--- src/hw/rtl/ipv4et_pkg.sv ---
// Shared types and constants for the IPv4 echo turnaround rewriter.
package ipv4et_pkg;

	localparam int unsigned LEN_W    = 6;
	localparam int unsigned SUM_W    = 22;
	localparam int unsigned QDEPTH   = 4;
	localparam int unsigned QPTR_W   = 2;
	localparam int unsigned QCNT_W   = 3;

	localparam logic [LEN_W-1:0] HDR_MIN    = 6'd20;
	localparam logic [LEN_W-1:0] K_CHK_HI   = 6'd10;
	localparam logic [LEN_W-1:0] K_CHK_LO   = 6'd11;
	localparam logic [LEN_W-1:0] K_SRC_LO   = 6'd12;
	localparam logic [LEN_W-1:0] K_DST_LO   = 6'd16;
	localparam logic [LEN_W-1:0] K_DST_END  = 6'd20;
	localparam logic [LEN_W-1:0] ADDR_SWAP  = 6'd4;
	localparam logic [15:0]      SUM16_MASK = 16'hffff;

	typedef enum logic [1:0] {
		CMD_PASS  = 2'd0,
		CMD_BURST = 2'd1,
		CMD_FLUSH = 2'd2
	} cmd_kind_t;

	typedef struct packed {
		cmd_kind_t         kind;
		logic [7:0]        data;
		logic              last;
		logic [LEN_W-1:0]  len;
		logic [SUM_W-1:0]  sum;
	} cmd_t;

endpackage

--- src/hw/rtl/ipv4_echo_turnaround_rewriter.sv ---
// Top level: IPv4 echo turnaround rewriter, byte stream in and out.
// Past the header: command queue, then output register; one byte per cycle unless held up.
// A header of N bytes is replayed from the header RAM one byte at a time (read, then send);
// new header bytes wait until the replay ends.
// Command queue holds 4 entries between the input and output sides.
// arst_n clears position, header length (20), running sum, queue and output valid.
module ipv4_echo_turnaround_rewriter
	import ipv4et_pkg::*;
#(
	parameter int unsigned HEADER_BYTES_MAX = 60,
	parameter int unsigned PACKET_BYTES_MAX = 4096
) (
	input  logic       clk,
	input  logic       arst_n,
	input  logic       s_tvalid,
	output logic       s_tready,
	input  logic [7:0] s_tdata,  // [7:0] data_byte
	input  logic       s_tlast,
	output logic       m_tvalid,
	input  logic       m_tready,
	output logic [7:0] m_tdata,  // [7:0] out_byte
	output logic       m_tlast
);

	localparam int unsigned AW = $clog2(HEADER_BYTES_MAX);

	logic          ram_we;
	logic [AW-1:0] ram_waddr;
	logic [7:0]    ram_wdata;
	logic [AW-1:0] ram_raddr;
	logic [7:0]    ram_rdata;
	logic          q_push;
	cmd_t          q_cmd;
	logic          q_full;
	logic          q_pop;
	logic          q_empty;
	cmd_t          q_head;
	logic          burst_done;

	ipv4et_front #(
		.HEADER_BYTES_MAX(HEADER_BYTES_MAX),
		.PACKET_BYTES_MAX(PACKET_BYTES_MAX)
	) u_front (
		.clk        (clk),
		.arst_n     (arst_n),
		.in_valid   (s_tvalid),
		.in_ready   (s_tready),
		.in_byte    (s_tdata),
		.in_last    (s_tlast),
		.ram_we     (ram_we),
		.ram_waddr  (ram_waddr),
		.ram_wdata  (ram_wdata),
		.q_push     (q_push),
		.q_cmd      (q_cmd),
		.q_full     (q_full),
		.burst_done (burst_done)
	);

	ipv4et_ram #(
		.WIDTH(8),
		.DEPTH(HEADER_BYTES_MAX)
	) u_hdr_ram (
		.clk   (clk),
		.we    (ram_we),
		.waddr (ram_waddr),
		.wdata (ram_wdata),
		.raddr (ram_raddr),
		.rdata (ram_rdata)
	);

	ipv4et_cmdq u_cmdq (
		.clk      (clk),
		.arst_n   (arst_n),
		.push     (q_push),
		.push_cmd (q_cmd),
		.full     (q_full),
		.pop      (q_pop),
		.empty    (q_empty),
		.head     (q_head)
	);

	ipv4et_back #(
		.HEADER_BYTES_MAX(HEADER_BYTES_MAX)
	) u_back (
		.clk        (clk),
		.arst_n     (arst_n),
		.q_empty    (q_empty),
		.q_head     (q_head),
		.q_pop      (q_pop),
		.ram_raddr  (ram_raddr),
		.ram_rdata  (ram_rdata),
		.burst_done (burst_done),
		.out_valid  (m_tvalid),
		.out_ready  (m_tready),
		.out_byte   (m_tdata),
		.out_last   (m_tlast)
	);

endmodule

--- src/hw/rtl/ipv4et_ram.sv ---
// Generic single-port-write, registered-read RAM.
module ipv4et_ram #(
	parameter int unsigned WIDTH = 8,
	parameter int unsigned DEPTH = 60
) (
	input  logic                     clk,
	input  logic                     we,
	input  logic [$clog2(DEPTH)-1:0] waddr,
	input  logic [WIDTH-1:0]         wdata,
	input  logic [$clog2(DEPTH)-1:0] raddr,
	output logic [WIDTH-1:0]         rdata
);

	logic [WIDTH-1:0] mem_q [DEPTH];

	always_ff @(posedge clk) begin
		if (we) begin
			mem_q[waddr] <= wdata;
		end
		rdata <= mem_q[raddr];
	end

endmodule

--- src/hw/rtl/ipv4et_cmdq.sv ---
// Short command queue between the front and back parts.
module ipv4et_cmdq
	import ipv4et_pkg::*;
(
	input  logic clk,
	input  logic arst_n,
	input  logic push,
	input  cmd_t push_cmd,
	output logic full,
	input  logic pop,
	output logic empty,
	output cmd_t head
);

	cmd_t              mem_q [QDEPTH];
	logic [QPTR_W-1:0] wr_ptr_q;
	logic [QPTR_W-1:0] rd_ptr_q;
	logic [QCNT_W-1:0] count_q;
	logic              do_push;
	logic              do_pop;

	assign full    = (count_q == QCNT_W'(QDEPTH));
	assign empty   = (count_q == '0);
	assign head    = mem_q[rd_ptr_q];
	assign do_push = push && !full;
	assign do_pop  = pop && !empty;

	always_ff @(posedge clk) begin
		if (do_push) begin
			mem_q[wr_ptr_q] <= push_cmd;
		end
	end

	always_ff @(posedge clk or negedge arst_n) begin
		if (!arst_n) begin
			wr_ptr_q <= '0;
			rd_ptr_q <= '0;
			count_q  <= '0;
		end else begin
			if (do_push) begin
				wr_ptr_q <= wr_ptr_q + QPTR_W'(1);
			end
			if (do_pop) begin
				rd_ptr_q <= rd_ptr_q + QPTR_W'(1);
			end
			unique case ({do_push, do_pop})
				2'b10:   count_q <= count_q + QCNT_W'(1);
				2'b01:   count_q <= count_q - QCNT_W'(1);
				default: count_q <= count_q;
			endcase
		end
	end

endmodule

--- src/hw/rtl/ipv4et_front.sv ---
// Input side: tracks packet position, stores the header, sums it, queues commands.
module ipv4et_front
	import ipv4et_pkg::*;
#(
	parameter int unsigned HEADER_BYTES_MAX = 60,
	parameter int unsigned PACKET_BYTES_MAX = 4096
) (
	input  logic                                clk,
	input  logic                                arst_n,
	input  logic                                in_valid,
	output logic                                in_ready,
	input  logic [7:0]                          in_byte,
	input  logic                                in_last,
	output logic                                ram_we,
	output logic [$clog2(HEADER_BYTES_MAX)-1:0] ram_waddr,
	output logic [7:0]                          ram_wdata,
	output logic                                q_push,
	output cmd_t                                q_cmd,
	input  logic                                q_full,
	input  logic                                burst_done
);

	localparam int unsigned IDX_W = $clog2(PACKET_BYTES_MAX + 1);
	localparam int unsigned AW    = $clog2(HEADER_BYTES_MAX);
	localparam logic [LEN_W-1:0] HMAX = LEN_W'(HEADER_BYTES_MAX);
	localparam logic [IDX_W-1:0] IDX_SAT = IDX_W'(PACKET_BYTES_MAX);

	logic [IDX_W-1:0] idx_q;
	logic [LEN_W-1:0] hlen_q;
	logic [SUM_W-1:0] sum_q;
	logic             hold_q;

	logic             in_hdr;
	logic             accept;
	logic [LEN_W-1:0] ihl4;
	logic [LEN_W-1:0] hl_eff;
	logic [IDX_W-1:0] idx_inc;
	logic [SUM_W-1:0] word;
	logic [SUM_W-1:0] sum_nxt;
	logic             hdr_end;
	logic             counted;

	assign in_hdr   = idx_q < IDX_W'(hlen_q);
	assign in_ready = !q_full && !(in_hdr && hold_q);
	assign accept   = in_valid && in_ready;
	assign idx_inc  = idx_q + IDX_W'(1);

	always_comb begin
		ihl4 = {in_byte[3:0], 2'b00};
		if (idx_q != '0) begin
			hl_eff = hlen_q;
		end else if (ihl4 < HDR_MIN) begin
			hl_eff = HDR_MIN;
		end else if (ihl4 > HMAX) begin
			hl_eff = HMAX;
		end else begin
			hl_eff = ihl4;
		end
	end

	// Checksum field counts as zero.
	assign counted = (idx_q != IDX_W'(K_CHK_HI)) && (idx_q != IDX_W'(K_CHK_LO));
	assign word    = idx_q[0] ? SUM_W'(in_byte) : SUM_W'({in_byte, 8'h00});
	assign sum_nxt = counted ? (sum_q + word) : sum_q;
	assign hdr_end = (idx_inc == IDX_W'(hl_eff));

	assign ram_we    = accept && in_hdr;
	assign ram_waddr = AW'(idx_q);
	assign ram_wdata = in_byte;

	always_comb begin
		q_push      = 1'b0;
		q_cmd.kind  = CMD_PASS;
		q_cmd.data  = in_byte;
		q_cmd.last  = in_last;
		q_cmd.len   = hl_eff;
		q_cmd.sum   = sum_nxt;
		if (in_hdr) begin
			if (hdr_end) begin
				q_push     = accept;
				q_cmd.kind = CMD_BURST;
			end else if (in_last) begin
				q_push     = accept;
				q_cmd.kind = CMD_FLUSH;
				q_cmd.len  = LEN_W'(idx_inc);
			end
		end else begin
			q_push = accept;
			// ICMP type byte goes out as zero.
			if (idx_q == IDX_W'(hlen_q)) begin
				q_cmd.data = 8'h00;
			end
		end
	end

	always_ff @(posedge clk or negedge arst_n) begin
		if (!arst_n) begin
			idx_q  <= '0;
			hlen_q <= HDR_MIN;
			sum_q  <= '0;
			hold_q <= 1'b0;
		end else begin
			if (q_push && q_cmd.kind != CMD_PASS) begin
				hold_q <= 1'b1;
			end else if (burst_done) begin
				hold_q <= 1'b0;
			end
			if (accept) begin
				if (in_last) begin
					idx_q  <= '0;
					hlen_q <= HDR_MIN;
					sum_q  <= '0;
				end else begin
					if (idx_q < IDX_SAT) begin
						idx_q <= idx_inc;
					end
					if (in_hdr) begin
						hlen_q <= hl_eff;
						sum_q  <= sum_nxt;
					end
				end
			end
		end
	end

endmodule

--- src/hw/rtl/ipv4et_back.sv ---
// Output side: executes queued commands, replays headers from the store.
module ipv4et_back
	import ipv4et_pkg::*;
#(
	parameter int unsigned HEADER_BYTES_MAX = 60
) (
	input  logic                                clk,
	input  logic                                arst_n,
	input  logic                                q_empty,
	input  cmd_t                                q_head,
	output logic                                q_pop,
	output logic [$clog2(HEADER_BYTES_MAX)-1:0] ram_raddr,
	input  logic [7:0]                          ram_rdata,
	output logic                                burst_done,
	output logic                                out_valid,
	input  logic                                out_ready,
	output logic [7:0]                          out_byte,
	output logic                                out_last
);

	localparam int unsigned AW = $clog2(HEADER_BYTES_MAX);

	typedef enum logic [2:0] {
		B_IDLE = 3'b001,
		B_READ = 3'b010,
		B_SEND = 3'b100
	} bstate_t;

	bstate_t          state_q;
	logic [LEN_W-1:0] k_q;
	logic [LEN_W-1:0] len_q;
	logic             last_q;
	logic             swap_q;
	logic [15:0]      chk_q;
	logic             out_valid_q;
	logic [7:0]       out_byte_q;
	logic             out_last_q;

	logic             out_free;
	logic [LEN_W-1:0] src_k;
	logic             k_final;
	logic [7:0]       send_byte;
	logic [16:0]      fold1;
	logic [15:0]      fold2;

	assign out_free  = !out_valid_q || out_ready;
	assign out_valid = out_valid_q;
	assign out_byte  = out_byte_q;
	assign out_last  = out_last_q;

	// Swap source and destination address bytes.
	always_comb begin
		if (swap_q && k_q >= K_SRC_LO && k_q < K_DST_LO) begin
			src_k = k_q + ADDR_SWAP;
		end else if (swap_q && k_q >= K_DST_LO && k_q < K_DST_END) begin
			src_k = k_q - ADDR_SWAP;
		end else begin
			src_k = k_q;
		end
	end
	assign ram_raddr = AW'(src_k);

	assign fold1 = 17'(q_head.sum[SUM_W-1:16]) + 17'(q_head.sum[15:0]);
	assign fold2 = fold1[15:0] + 16'(fold1[16]);

	assign k_final = (k_q == len_q - LEN_W'(1));

	always_comb begin
		if (swap_q && k_q == K_CHK_HI) begin
			send_byte = chk_q[15:8];
		end else if (swap_q && k_q == K_CHK_LO) begin
			send_byte = chk_q[7:0];
		end else begin
			send_byte = ram_rdata;
		end
	end

	always_comb begin
		q_pop = 1'b0;
		if (state_q == B_IDLE && !q_empty) begin
			q_pop = (q_head.kind == CMD_PASS) ? out_free : 1'b1;
		end
	end

	assign burst_done = (state_q == B_SEND) && out_free && k_final;

	always_ff @(posedge clk) begin
		if (state_q == B_IDLE && q_pop && q_head.kind != CMD_PASS) begin
			len_q  <= q_head.len;
			last_q <= q_head.last || (q_head.kind == CMD_FLUSH);
			swap_q <= (q_head.kind == CMD_BURST);
			chk_q  <= ~fold2 & SUM16_MASK;
		end
	end

	always_ff @(posedge clk) begin
		if (out_free) begin
			if (state_q == B_IDLE) begin
				out_byte_q <= q_head.data;
				out_last_q <= q_head.last;
			end else begin
				out_byte_q <= send_byte;
				out_last_q <= k_final && last_q;
			end
		end
	end

	always_ff @(posedge clk or negedge arst_n) begin
		if (!arst_n) begin
			state_q     <= B_IDLE;
			k_q         <= '0;
			out_valid_q <= 1'b0;
		end else begin
			unique case (state_q)
				B_IDLE: begin
					if (q_pop && q_head.kind == CMD_PASS) begin
						out_valid_q <= 1'b1;
					end else begin
						if (out_ready) begin
							out_valid_q <= 1'b0;
						end
						if (q_pop) begin
							k_q     <= '0;
							state_q <= B_READ;
						end
					end
				end
				B_READ: begin
					if (out_ready) begin
						out_valid_q <= 1'b0;
					end
					state_q <= B_SEND;
				end
				B_SEND: begin
					if (out_free) begin
						out_valid_q <= 1'b1;
						if (k_final) begin
							state_q <= B_IDLE;
						end else begin
							k_q     <= k_q + LEN_W'(1);
							state_q <= B_READ;
						end
					end
				end
				default: state_q <= B_IDLE;
			endcase
		end
	end

endmodule

--- config.mk ---
export PLATFORM = sky130hd
export DESIGN_NAME = ipv4_echo_turnaround_rewriter
export DESIGN_NICKNAME = d
export VERILOG_FILES = /design/src/hw/rtl/ipv4et_pkg.sv /design/src/hw/rtl/ipv4_echo_turnaround_rewriter.sv /design/src/hw/rtl/ipv4et_ram.sv /design/src/hw/rtl/ipv4et_cmdq.sv /design/src/hw/rtl/ipv4et_front.sv /design/src/hw/rtl/ipv4et_back.sv
export SDC_FILE = /design/constraint.sdc
export NUM_CORES = 1
export LEC_CHECK = 0
export ABC_AREA = 1
export BUFFER_PORTS_ARGS = -buffer_cell sky130_fd_sc_hd__buf_2
export CAP_MARGIN = 20
export CORE_MARGIN = 1.5
export CORE_UTILIZATION = 35
export DETAILED_ROUTE_END_ITERATION = 12
export PLACE_DENSITY = 0.6
export REMOVE_ABC_BUFFERS = 1
export SLEW_MARGIN = 20
export SYNTH_ARGS = -nofsm -noshare
export SYNTH_HDL_FRONTEND = slang
export SYNTH_SLANG_ARGS = --single-unit
--- constraint.sdc ---
create_clock -name clk -period 4.17 [get_ports clk]
set_input_delay 0.834 -clock clk [delete_from_list [all_inputs] [get_ports clk]]
set_output_delay 0.834 -clock clk [all_outputs]
set_load 0.03 [all_outputs]
# == Yosys cells after proc, flatten, opt, wreduce, memory -nomap -nowiden ==
# Memories as Yosys holds them, arrays and structs flattened. A register that Yosys moved wholly into a read port is not among the register bits.
# Cells that the tools add are included.
# word_totals
romBits,0
ff_bits,92
latch_bits,0
mem_bits_rw,636
out_inout_bits,11
mem_count,2
# op_classes
shift,0
n_addsub,12
n_reduce_logical,43
order_cmp,8
n_mul,0
muxes,51
n_div,0
bitwise_logic,1
n_eq_ne,19
# mem_list
name,depth,word_bits,rd,rd_clocked_by_memory_dff,write_ports,line_no,text
u_hdr_ram.mem_q,60,8,1,1,1,ipv4et_ram.sv:14,logic [WIDTH-1:0] mem_q [DEPTH];
u_cmdq.mem_q,4,39,1,0,1,ipv4et_cmdq.sv:15,cmd_t mem_q [QDEPTH];
# ops
op,count
$mux W6,14
$mux W22,3
$mux W8,5
$eq A13 B6 Y1,2
$mux W13,2
$ne A13 B4 Y1 const B,2
$add A22 B22 Y22,1
$logic_and A1 B1 Y1,21
$lt A6 B5 Y1 const B,3
$add A6 B16 Y17,1
$add A16 B1 Y16,1
$mux W16,1
$not A16 Y16,1
$mux W1,15
$reduce_bool A2 Y1,7
$add A13 B1 Y13 const B,1
$lt A13 B13 Y1 const B,1
$lt A13 B6 Y1,1
$reduce_bool A13 Y1,1
$eq A6 B4 Y1 const B,2
$pmux W6 S2,1
$mux W3,3
$pmux W3 S3,1
$mux W2,4
other kinds (28),40

# == Longest topological paths before layout ==
# Gate-level depths: netlist of run 1.
# depth
depth_word,11
ltp_mapped,31

# == Modules after synthesis ==
# A second synthesis of run 1 with hierarchy kept.
# hier_totals
hier_cells,3439
hier_area_um2,34421.8
# by_module_without_submodules
mod,area_each_um2,instances,cells_per_inst
ipv4et_ram,20168.1,1,1778
ipv4et_cmdq,6680.2,1,517
ipv4et_front,4347.9,1,713
ipv4et_back,3225.6,1,431

# == Worst setup path before layout of run 1 ==
# OpenSTA, ideal clock, no wires.
# synth_path
kind,register to register
from,register u_cmdq.rd_ptr_q[0]
to,register u_back.chk_q[12] (data pin)
required_time_ns,3.914
path_buffers,4
path_slack_ns,-0.007
stages_incl_launch_ff,31
arrival_time_ns,3.921
path_cell_list,dfrtp_1 inv_2 buf_6 buf_6 clkbuf_1 clkbuf_1 nor2_1 o22ai_1 ha_1 fa_1 nand3_1 nand2_1 nand2_1 nand2_1 nand2_2 nor2_4 nand3_1 nor3_1 ha_1 ha_1 inv_1 nor2_1 nand3_1 nor2_1 nand2_1 nor2_1 nand3_2 nor2_4 inv_2 o21ai_1 nand2_1
# synth_via
elab_chain_cells,4
# synth_lines
item,line_no,text
"start, declared",ipv4et_cmdq.sv:17,logic [QPTR_W-1:0] rd_ptr_q;
"start signal, assigned",ipv4et_cmdq.sv:44,rd_ptr_q <= rd_ptr_q + QPTR_W'(1);
$mem_v2 Z4 W39,n/a,
$add A6 B16 Y17,ipv4et_back.sv:63,assign fold1 = 17'(q_head.sum[SUM_W-1:16]) + 17'(q_head.sum[15:0]);
$add A16 B1 Y16,ipv4et_back.sv:64,assign fold2 = fold1[15:0] + 16'(fold1[16]);
$not A16 Y16,ipv4et_back.sv:92,chk_q <= ~fold2 & SUM16_MASK;
"end signal, assigned",ipv4et_back.sv:92,
"end, declared",ipv4et_back.sv:34,logic [15:0] chk_q;
# Every way passes these cells.
# A chain may end at the register's enable or synchronous reset.

# == Worst setup path after layout of run 1 ==
# Ends and elaborated chain as after synthesis.

==> flow_metrics.py, run 1 <==
metrics = {
    "worst_setup_path": {
        "cp.required_ns": 4.52,
        "cp_max_fo": 8,
        "crit_arrival_ns": 4.36,
        "cp-end-kind": "register",
        "r2r-start": "u_cmdq.rd_ptr_q[0]$_DFFE_PN0P_",
        "worstSetupPathType": "reg2reg",
        "critPathLaunch": "u_cmdq.rd_ptr_q[0]$_DFFE_PN0P_",
        "r2r_cells": 27,
        "start_kind": "register",
    },
    "placed_design": {
        "dp_hpwl_um": 53100,
        "gp_congestion": 0.859,
        "io_buffers": 23,
        "place_area_um2": 34800,
        "numPlacedInstances": 4209,
    },
    "logic_synthesis": {
        "synth_most_common_cell": "edfxtp_1",
        "synth_cells": 2963,
        "yosysTopAreaCell": "edfxtp_1",
        "synthFlopType": "edfxtp_1",
        "synth_compound_area_share_pct": 10.9,
        "synthMuxAreaShare_pct": 0,
        "yosys.area_share.simple_pct": 15.8,
        "synth_edf_count": 669,
        "synth-seq-cells": 736,
        "yosysUniqueCellTypes": 57,
        "async_reset_ff_share_pct": 8.02,
        "synth_top_family_by_area": "simple AND/OR/NAND/NOR gates",
        "synth.area.top_cells": "edfxtp_1 61%, o21ai_0 5.7%, nand2_1 5.5%, nor2_1 5.3%, dfrtp_1 4.3%",
        "synth_top_area_share_pct": 61.3,
        "syn_avg_cell_area_um2": 11.1,
        "ys_top_cells_by_count": "669 x edfxtp_1, 480 x nand2_1, 464 x nor2_1, 370 x o21ai_0, 153 x inv_1",
        "netlist_area_um2": 32800,
        "synth_fa_ha_area_share_pct": 1.90,
        "yosysSeqAreaShare_pct": 66.3,
        "yosysWarningCount": 0,
        "synth-xor-area-share_pct": 0.951,
    },
    "floorplanning": {
        "fp.dieW_um": 309,
        "io_pins": 24,
        "dieArea_um2": 95500,
        "chipHeight_um": 309,
        "floorplan.initialDensity_pct": 35.2,
        "core_area_um2": 93000,
        "row_count": 112,
    },
    "cells_and_area": {
        "syn_to_final_growth_pct": 15.4,
        "fillCellCount": 8816,
        "seqCellArea_um2": 21700,
        "nets": 3118,
        "instances_no_fill": 4377,
        "drive_gt1_share_pct": 13.3,
        "final_cell_area_um2": 37800,
        "multiInputGateArea_um2": 9830,
    },
    "sta": {
        "rsz0062_at_grt": "true",
        "slew_headroom_pct": 36.2,
        "slew_violations": 0,
        "finalClockSkew_ns": 0.0561,
        "hold_viol": 0,
        "fmax_mhz": 249,
        "worst_pin_slew_ns": 0.949,
        "setup_viol": 0,
        "period_share_pct": 96.3,
        "fin_setup_tns_ns": 0,
        "fin_crit_ns": 4.02,
    },
    "power": {
        "ir_drop_mv": 0.380,
        "seqPwrFrac_pct": 39.5,
        "internal_power_mw": 15.4,
        "clkPwrFrac_pct": 30.1,
        "power_density_nw_per_um2": 627,
        "switchingPower_mw": 8.31,
        "comb_power_share_pct": 30.4,
        "p_leak_nw": 14.0,
        "p_sw_share_pct": 35.1,
    },
    "detailed_routing": {
        "postRouteAntennaNets": 0,
        "via_per_inst": 5.13,
        "first_pass_iters": 5,
        "drc": 0,
        "wl_per_cell_um": 19.8,
        "drt_iter0_markers": 2031,
        "wirelength_um": 86500,
        "vias": 22400,
    },
    "clock_network": {
        "clock_latency_ns": 0.64,
        "numClockSinks": 736,
        "cts-htree-levels": 3,
        "cts_tree": "done",
        "clk_pin_slew_ns": 0.07,
        "root_buffer": "clkbuf_16",
        "cts-buffers-inserted": 78,
        "clock_path_buffers": 3,
    },
    "global_route": {
        "antenna_found_initial": 5,
        "grt_pass1_wl_um": 130000,
        "grt_pass1_vias": 21100,
        "grt_max_degree": 144,
        "overflow": 0,
        "grtUsageTotal_pct": 18.0,
    },
    "job": {
        "maxCapViolCount": 0,
    },
    "run_status": {
        "status": "complete, no violations",
    },
    "min_path": {
        "hp-class": "in2async",
    },
}
## placed cells by master, fill, tap and decap left out, types with 4 or more instances in the layout
cell       netlist  layout
edfxtp_1       669     669
nand2_1        480     475
nor2_1         464     459
o21ai_0        370     363
inv_1          153     151
nand3_1        136     132
buf_4           16     120
o22ai_1         91      90
clkbuf_16        0      83
o221ai_1        54      54
dfrtp_1         56      53
o211ai_1        43      43
ha_1            45      42
nand2_2         35      40
a21oi_1         36      36
inv_2           25      23
buf_2           30      23
clkinv_1         0      22
nor2_4          13      19
xor2_1          17      17
nand4_1         16      16
clkbuf_1        89      14
xnor2_1         13      13
nor2_2          12      11
bufinv_16        0      10
nor3_1          10       9
buf_12           0       9
clkinv_2         1       8
dfxtp_1          8       8
o21ai_1          4       7
nand2_4          7       7
nand3_2          5       7
nand3b_1         6       6
a31oi_1          6       6
o21ai_2          2       5
inv_6            0       4
a21o_1           4       4
## layout make-up
class                           count  area share [%]
Clock buffer                       95            5.47
Clock inverter                     50            1.59
Multi-Input combinational cell   1902            26.0
Tap cell                         1254            4.15
Timing Repair Buffer              157            3.42
Inverter                          181            1.86
Timing Repair inverter              1          0.0232
Sequential cell                   736            57.5
Antenna cell                        1         0.00662
## registers in the layout, summed over array words and instances, names as in the netlist, 8 cells and up
register / cells
u_back.chk_q: 16
u_back.out_byte: 8
u_front.sum_q: 22
u_hdr_ram.mem_q: 480
u_cmdq.mem_q: 156
u_front.idx_q: 13
u_hdr_ram.rdata: 8
## logic make-up (layout without fill, tap and decap cells)
| logic type | after synthesis | in the layout |
|---|---|---|
| AO/OA/AOI/OAI | 620 | 620 |
| buffers and inverters | 325 | 484 |
| XOR/XNOR | 33 | 33 |
| AND/OR/NAND/NOR | 1201 | 1201 |
| other | 0 | 1 |
| adder cells (fa/ha/maj) | 48 | 48 |
| flip-flops | 736 | 736 |
## worst max-delay path, cell delays in order (launching register included)
cell and delay (ns):
dfrtp_4 0.59, clkbuf_16 0.20, nor2_1 0.14, o22ai_2 0.11, ha_1 0.35, nand2_1 0.06, nand2_1 0.07, inv_1 0.06
nand2_2 0.07, nand2_1 0.07, nand2_2 0.10, nand2_2 0.08, nor2_4 0.14, nand3_2 0.09, nor3_2 0.19, ha_2 0.22
ha_4 0.14, inv_2 0.03, nor2_2 0.08, nand3_2 0.09, nor2_2 0.13, nand2_2 0.09, nor2_4 0.14, nand3_4 0.10
nor2_4 0.13, inv_2 0.05, o21ai_2 0.10, nand2_1 0.06
## power groups by stage
stage                     logic, mW  registers [mW]  clock network, mW
after floorplan                4.21            9.67                  0
after CTS                      6.78            9.34               7.26
after global routing           8.02            9.43               7.54
final                          7.21            9.37               7.14
after detailed placement       6.76            9.48                  0
after global placement         6.67            9.48                  0
## per-layer routing
layer	wire (µm)	part of all wire, %	GRT usage [%]	up-vias
met5	13	0.015	0	-
met2	39500	46	27.9	710
met4	2410	2.8	5.88	2
li1	-	-	-	10700
met1	38300	44	25.2	10900
met3	6280	7.3	3.60	111
## path summary, 6_finish.rpt
kind | slack, ns | to
hold reg to reg | 0.49 | u_front.hlen_q[4]$_DFFE_PN1P_
hold / removal | 0.24 | u_front.sum_q[21]$_DFFE_PN0P_
setup / recovery | 0.15 | u_back.chk_q[12]$_DFFE_PP_
max in group asynchronous | 2.93 | u_front.idx_q[6]$_DFFE_PN0P_
min in group clk | 0.49 | u_front.hlen_q[4]$_DFFE_PN1P_
setup reg to reg | 0.15 | u_back.chk_q[12]$_DFFE_PP_
## per-stage QoR
stage	power (mW)	worst slack, ns	utilization [%]	hold WS [ns]
after global routing	25.0	-0.158	40.6	0.277
after CTS	23.4	0.000347	40.3	0.246
after detailed placement	16.2	0.0746	37.4	0.476
final	23.7	0.155	40.6	0.237
after global placement	16.1	0.210	37.4	0.469
after floorplan	13.9	-3.64	-	0.455
## repair_timing
item                                    CTS  global route
hold buffers                              0             0
buffers inserted                          0            17
gates resized for setup                   0            44
endpoints found under the setup margin    0             8
(Power assumes the default switching activity.)
==> run 2: changes to the inputs <==
--- a/config.mk
+++ b/config.mk
@@ -8,10 +8,12 @@
 export ABC_AREA = 1
 export BUFFER_PORTS_ARGS = -buffer_cell sky130_fd_sc_hd__buf_2
 export CAP_MARGIN = 20
+export CELL_PAD_IN_SITES_DETAIL_PLACEMENT = 1
+export CELL_PAD_IN_SITES_GLOBAL_PLACEMENT = 2
 export CORE_MARGIN = 1.5
 export CORE_UTILIZATION = 35
 export DETAILED_ROUTE_END_ITERATION = 12
-export PLACE_DENSITY = 0.6
+export PLACE_DENSITY = 0.78
 export REMOVE_ABC_BUFFERS = 1
 export SLEW_MARGIN = 20
 export SYNTH_ARGS = -nofsm -noshare
==> flow_metrics.py, run 2 (same netlist as run 1, synthesis figures left out) <==
metrics = {
    "detailed_routing": {
        "via_per_inst": 5.23,
        "first_pass_iters": 5,
        "drc": 0,
        "vias": 22900,
        "postRouteAntennaNets": 0,
        "drt_iter0_markers": 1780,
        "wl_per_cell_um": 22.1,
        "wirelength_um": 97000,
    },
    "worst_setup_path": {
        "r2r-start": "u_cmdq.rd_ptr_q[0]$_DFFE_PN0P_",
        "cp_max_fo": 11,
        "r2r_cells": 28,
        "worstSetupPathType": "reg2reg",
        "max_stage_delay_ns": 0.50,
        "cp-end-kind": "register",
        "crit_arrival_ns": 4.42,
        "critPathLaunch": "u_cmdq.rd_ptr_q[0]$_DFFE_PN0P_",
        "rr_endpoint": "u_back.chk_q[12]$_DFFE_PP_",
        "crit_slowest_cell": "dfrtp_2",
        "cp.required_ns": 4.56,
        "start_kind": "register",
        "r2r_slack_ns": 0.14,
        "cp-endpoint": "u_back.chk_q[12]$_DFFE_PP_",
    },
    "floorplanning": {
        "floorplan.initialDensity_pct": 35.2,
        "io_pins": 24,
        "dieArea_um2": 95500,
        "chipHeight_um": 309,
        "core_area_um2": 93000,
        "row_count": 112,
        "fp.dieW_um": 309,
    },
    "sta": {
        "fin_crit_ns": 4.03,
        "finalClockSkew_ns": 0.0244,
        "slew_headroom_pct": 38.1,
        "fin_setup_tns_ns": 0,
        "setup_viol": 0,
        "period_share_pct": 96.6,
        "fmax_mhz": 248,
        "hold_viol": 0,
        "worst_pin_slew_ns": 0.921,
        "slew_violations": 0,
    },
    "clock_network": {
        "clock_path_buffers": 3,
        "cts-buffers-inserted": 82,
        "clk_pin_slew_ns": 0.06,
        "cts_tree": "done",
        "root_buffer": "clkbuf_16",
        "cts-htree-levels": 3,
        "clock_latency_ns": 0.65,
        "numClockSinks": 736,
    },
    "placed_design": {
        "dp_hpwl_um": 61900,
        "io_buffers": 23,
        "gp_congestion": 0.828,
        "numPlacedInstances": 4216,
    },
    "power": {
        "p_leak_nw": 14.0,
        "power_density_nw_per_um2": 637,
        "power_mw": 24.1,
        "ir_drop_mv": 0.295,
    },
    "cells_and_area": {
        "fillCellCount": 10100,
        "syn_to_final_growth_pct": 15.5,
        "nets": 3125,
        "final_common_cell": "edfxtp_1",
        "top_register": "u_hdr_ram.mem_q",
        "mostFrequentLayoutCells": "669 x edfxtp_1, 474 x nand2_1, 456 x nor2_1",
        "multiInputGateArea_um2": 9880,
        "largestRegisters": "u_hdr_ram.mem_q (480), u_cmdq.mem_q (156), u_front.sum_q (22)",
        "seqCellArea_um2": 21700,
        "largest_register_ffs": 480,
        "drive_gt1_share_pct": 14.0,
        "instances_no_fill": 4383,
    },
    "job": {
        "maxCapViolCount": 0,
    },
    "global_route": {
        "grt_max_degree": 130,
        "grt_pass1_vias": 23900,
        "grtUsageTotal_pct": 20.2,
        "antenna_found_initial": 4,
        "grt_pass1_wl_um": 147000,
        "overflow": 0,
    },
    "min_path": {
        "hp-class": "in2async",
    },
    "run_status": {
        "status": "complete, no violations",
    },
}
run 2: cell type report:
| class | count | share of cell area [%] |
|---|---|---|
| inverters | 181 | 1.85 |
| repair buffers | 161 | 3.56 |
| multi-input cells | 1902 | 26.1 |
| well taps | 1254 | 4.14 |
| diodes | 1 | 0.00661 |
| clock buffers | 103 | 5.74 |
| flip-flops and latches | 736 | 57.4 |
| clock inverters | 45 | 1.16 |
run 2: timing repair:
action,in CTS,in global routing
hold buffers,0,0
setup endpoints to repair,0,6
buffers inserted,0,15
resized for setup,0,60
run 2: per-stage QoR:
stage	hold WS, ns	instance area [µm²]	util [%]	setup slack (ns)
after floorplan	0.455	32100	-	-3.64
after global placement	0.465	34900	37.5	0.226
after detailed placement	0.476	34900	37.5	0.0713
after CTS	0.419	37500	40.3	0.0405
after global routing	0.446	37900	40.7	-0.139
final	0.394	37900	40.7	0.143
run 2: worst min path at each step:
| stage | endpoint | slack, ns | cells after the start |
|---|---|---|---|
| after global routing | u_front.sum_q[17]$_DFFE_PN0P_ | 0.45 | 2 |
| after detailed placement | u_front.hlen_q[4]$_DFFE_PN1P_ | 0.48 | 2 |
| final | u_front.sum_q[21]$_DFFE_PN0P_ | 0.39 | 2 |
| after global placement | u_front.hlen_q[4]$_DFFE_PN1P_ | 0.46 | 2 |
| after floorplan | u_front.hlen_q[4]$_DFFE_PN1P_ | 0.45 | 2 |
| after CTS | u_front.sum_q[21]$_DFFE_PN0P_ | 0.42 | 2 |
run 2: critical path, delay by kind of cell, from the launching register on:
family	cells	cell delay, ns
simple gates	18	1.88
compound gates	2	0.22
fa+ha+maj	3	0.67
buf+inv	5	0.49
flops	1	0.50
run 2: report_power, final:
group	switching, mW	internal, mW	total [mW]
clock	3.01	4.09	7.10
combinational	5.33	2.35	7.68
sequential	0.330	9.00	9.33
total	8.68	15.4	24.1
run 2: per-layer routing:
metal / global-route usage (%) / vias up / wire length, µm / part of all wire [%]
met5: 0 / - / 13 / 0.013
met4: 5.76 / 2 / 2360 / 2.4
met3: 2.86 / 134 / 4280 / 4.4
met2: 35.9 / 503 / 49200 / 51
met1: 25.6 / 11600 / 41200 / 42
li1: - / 10700 / - / -
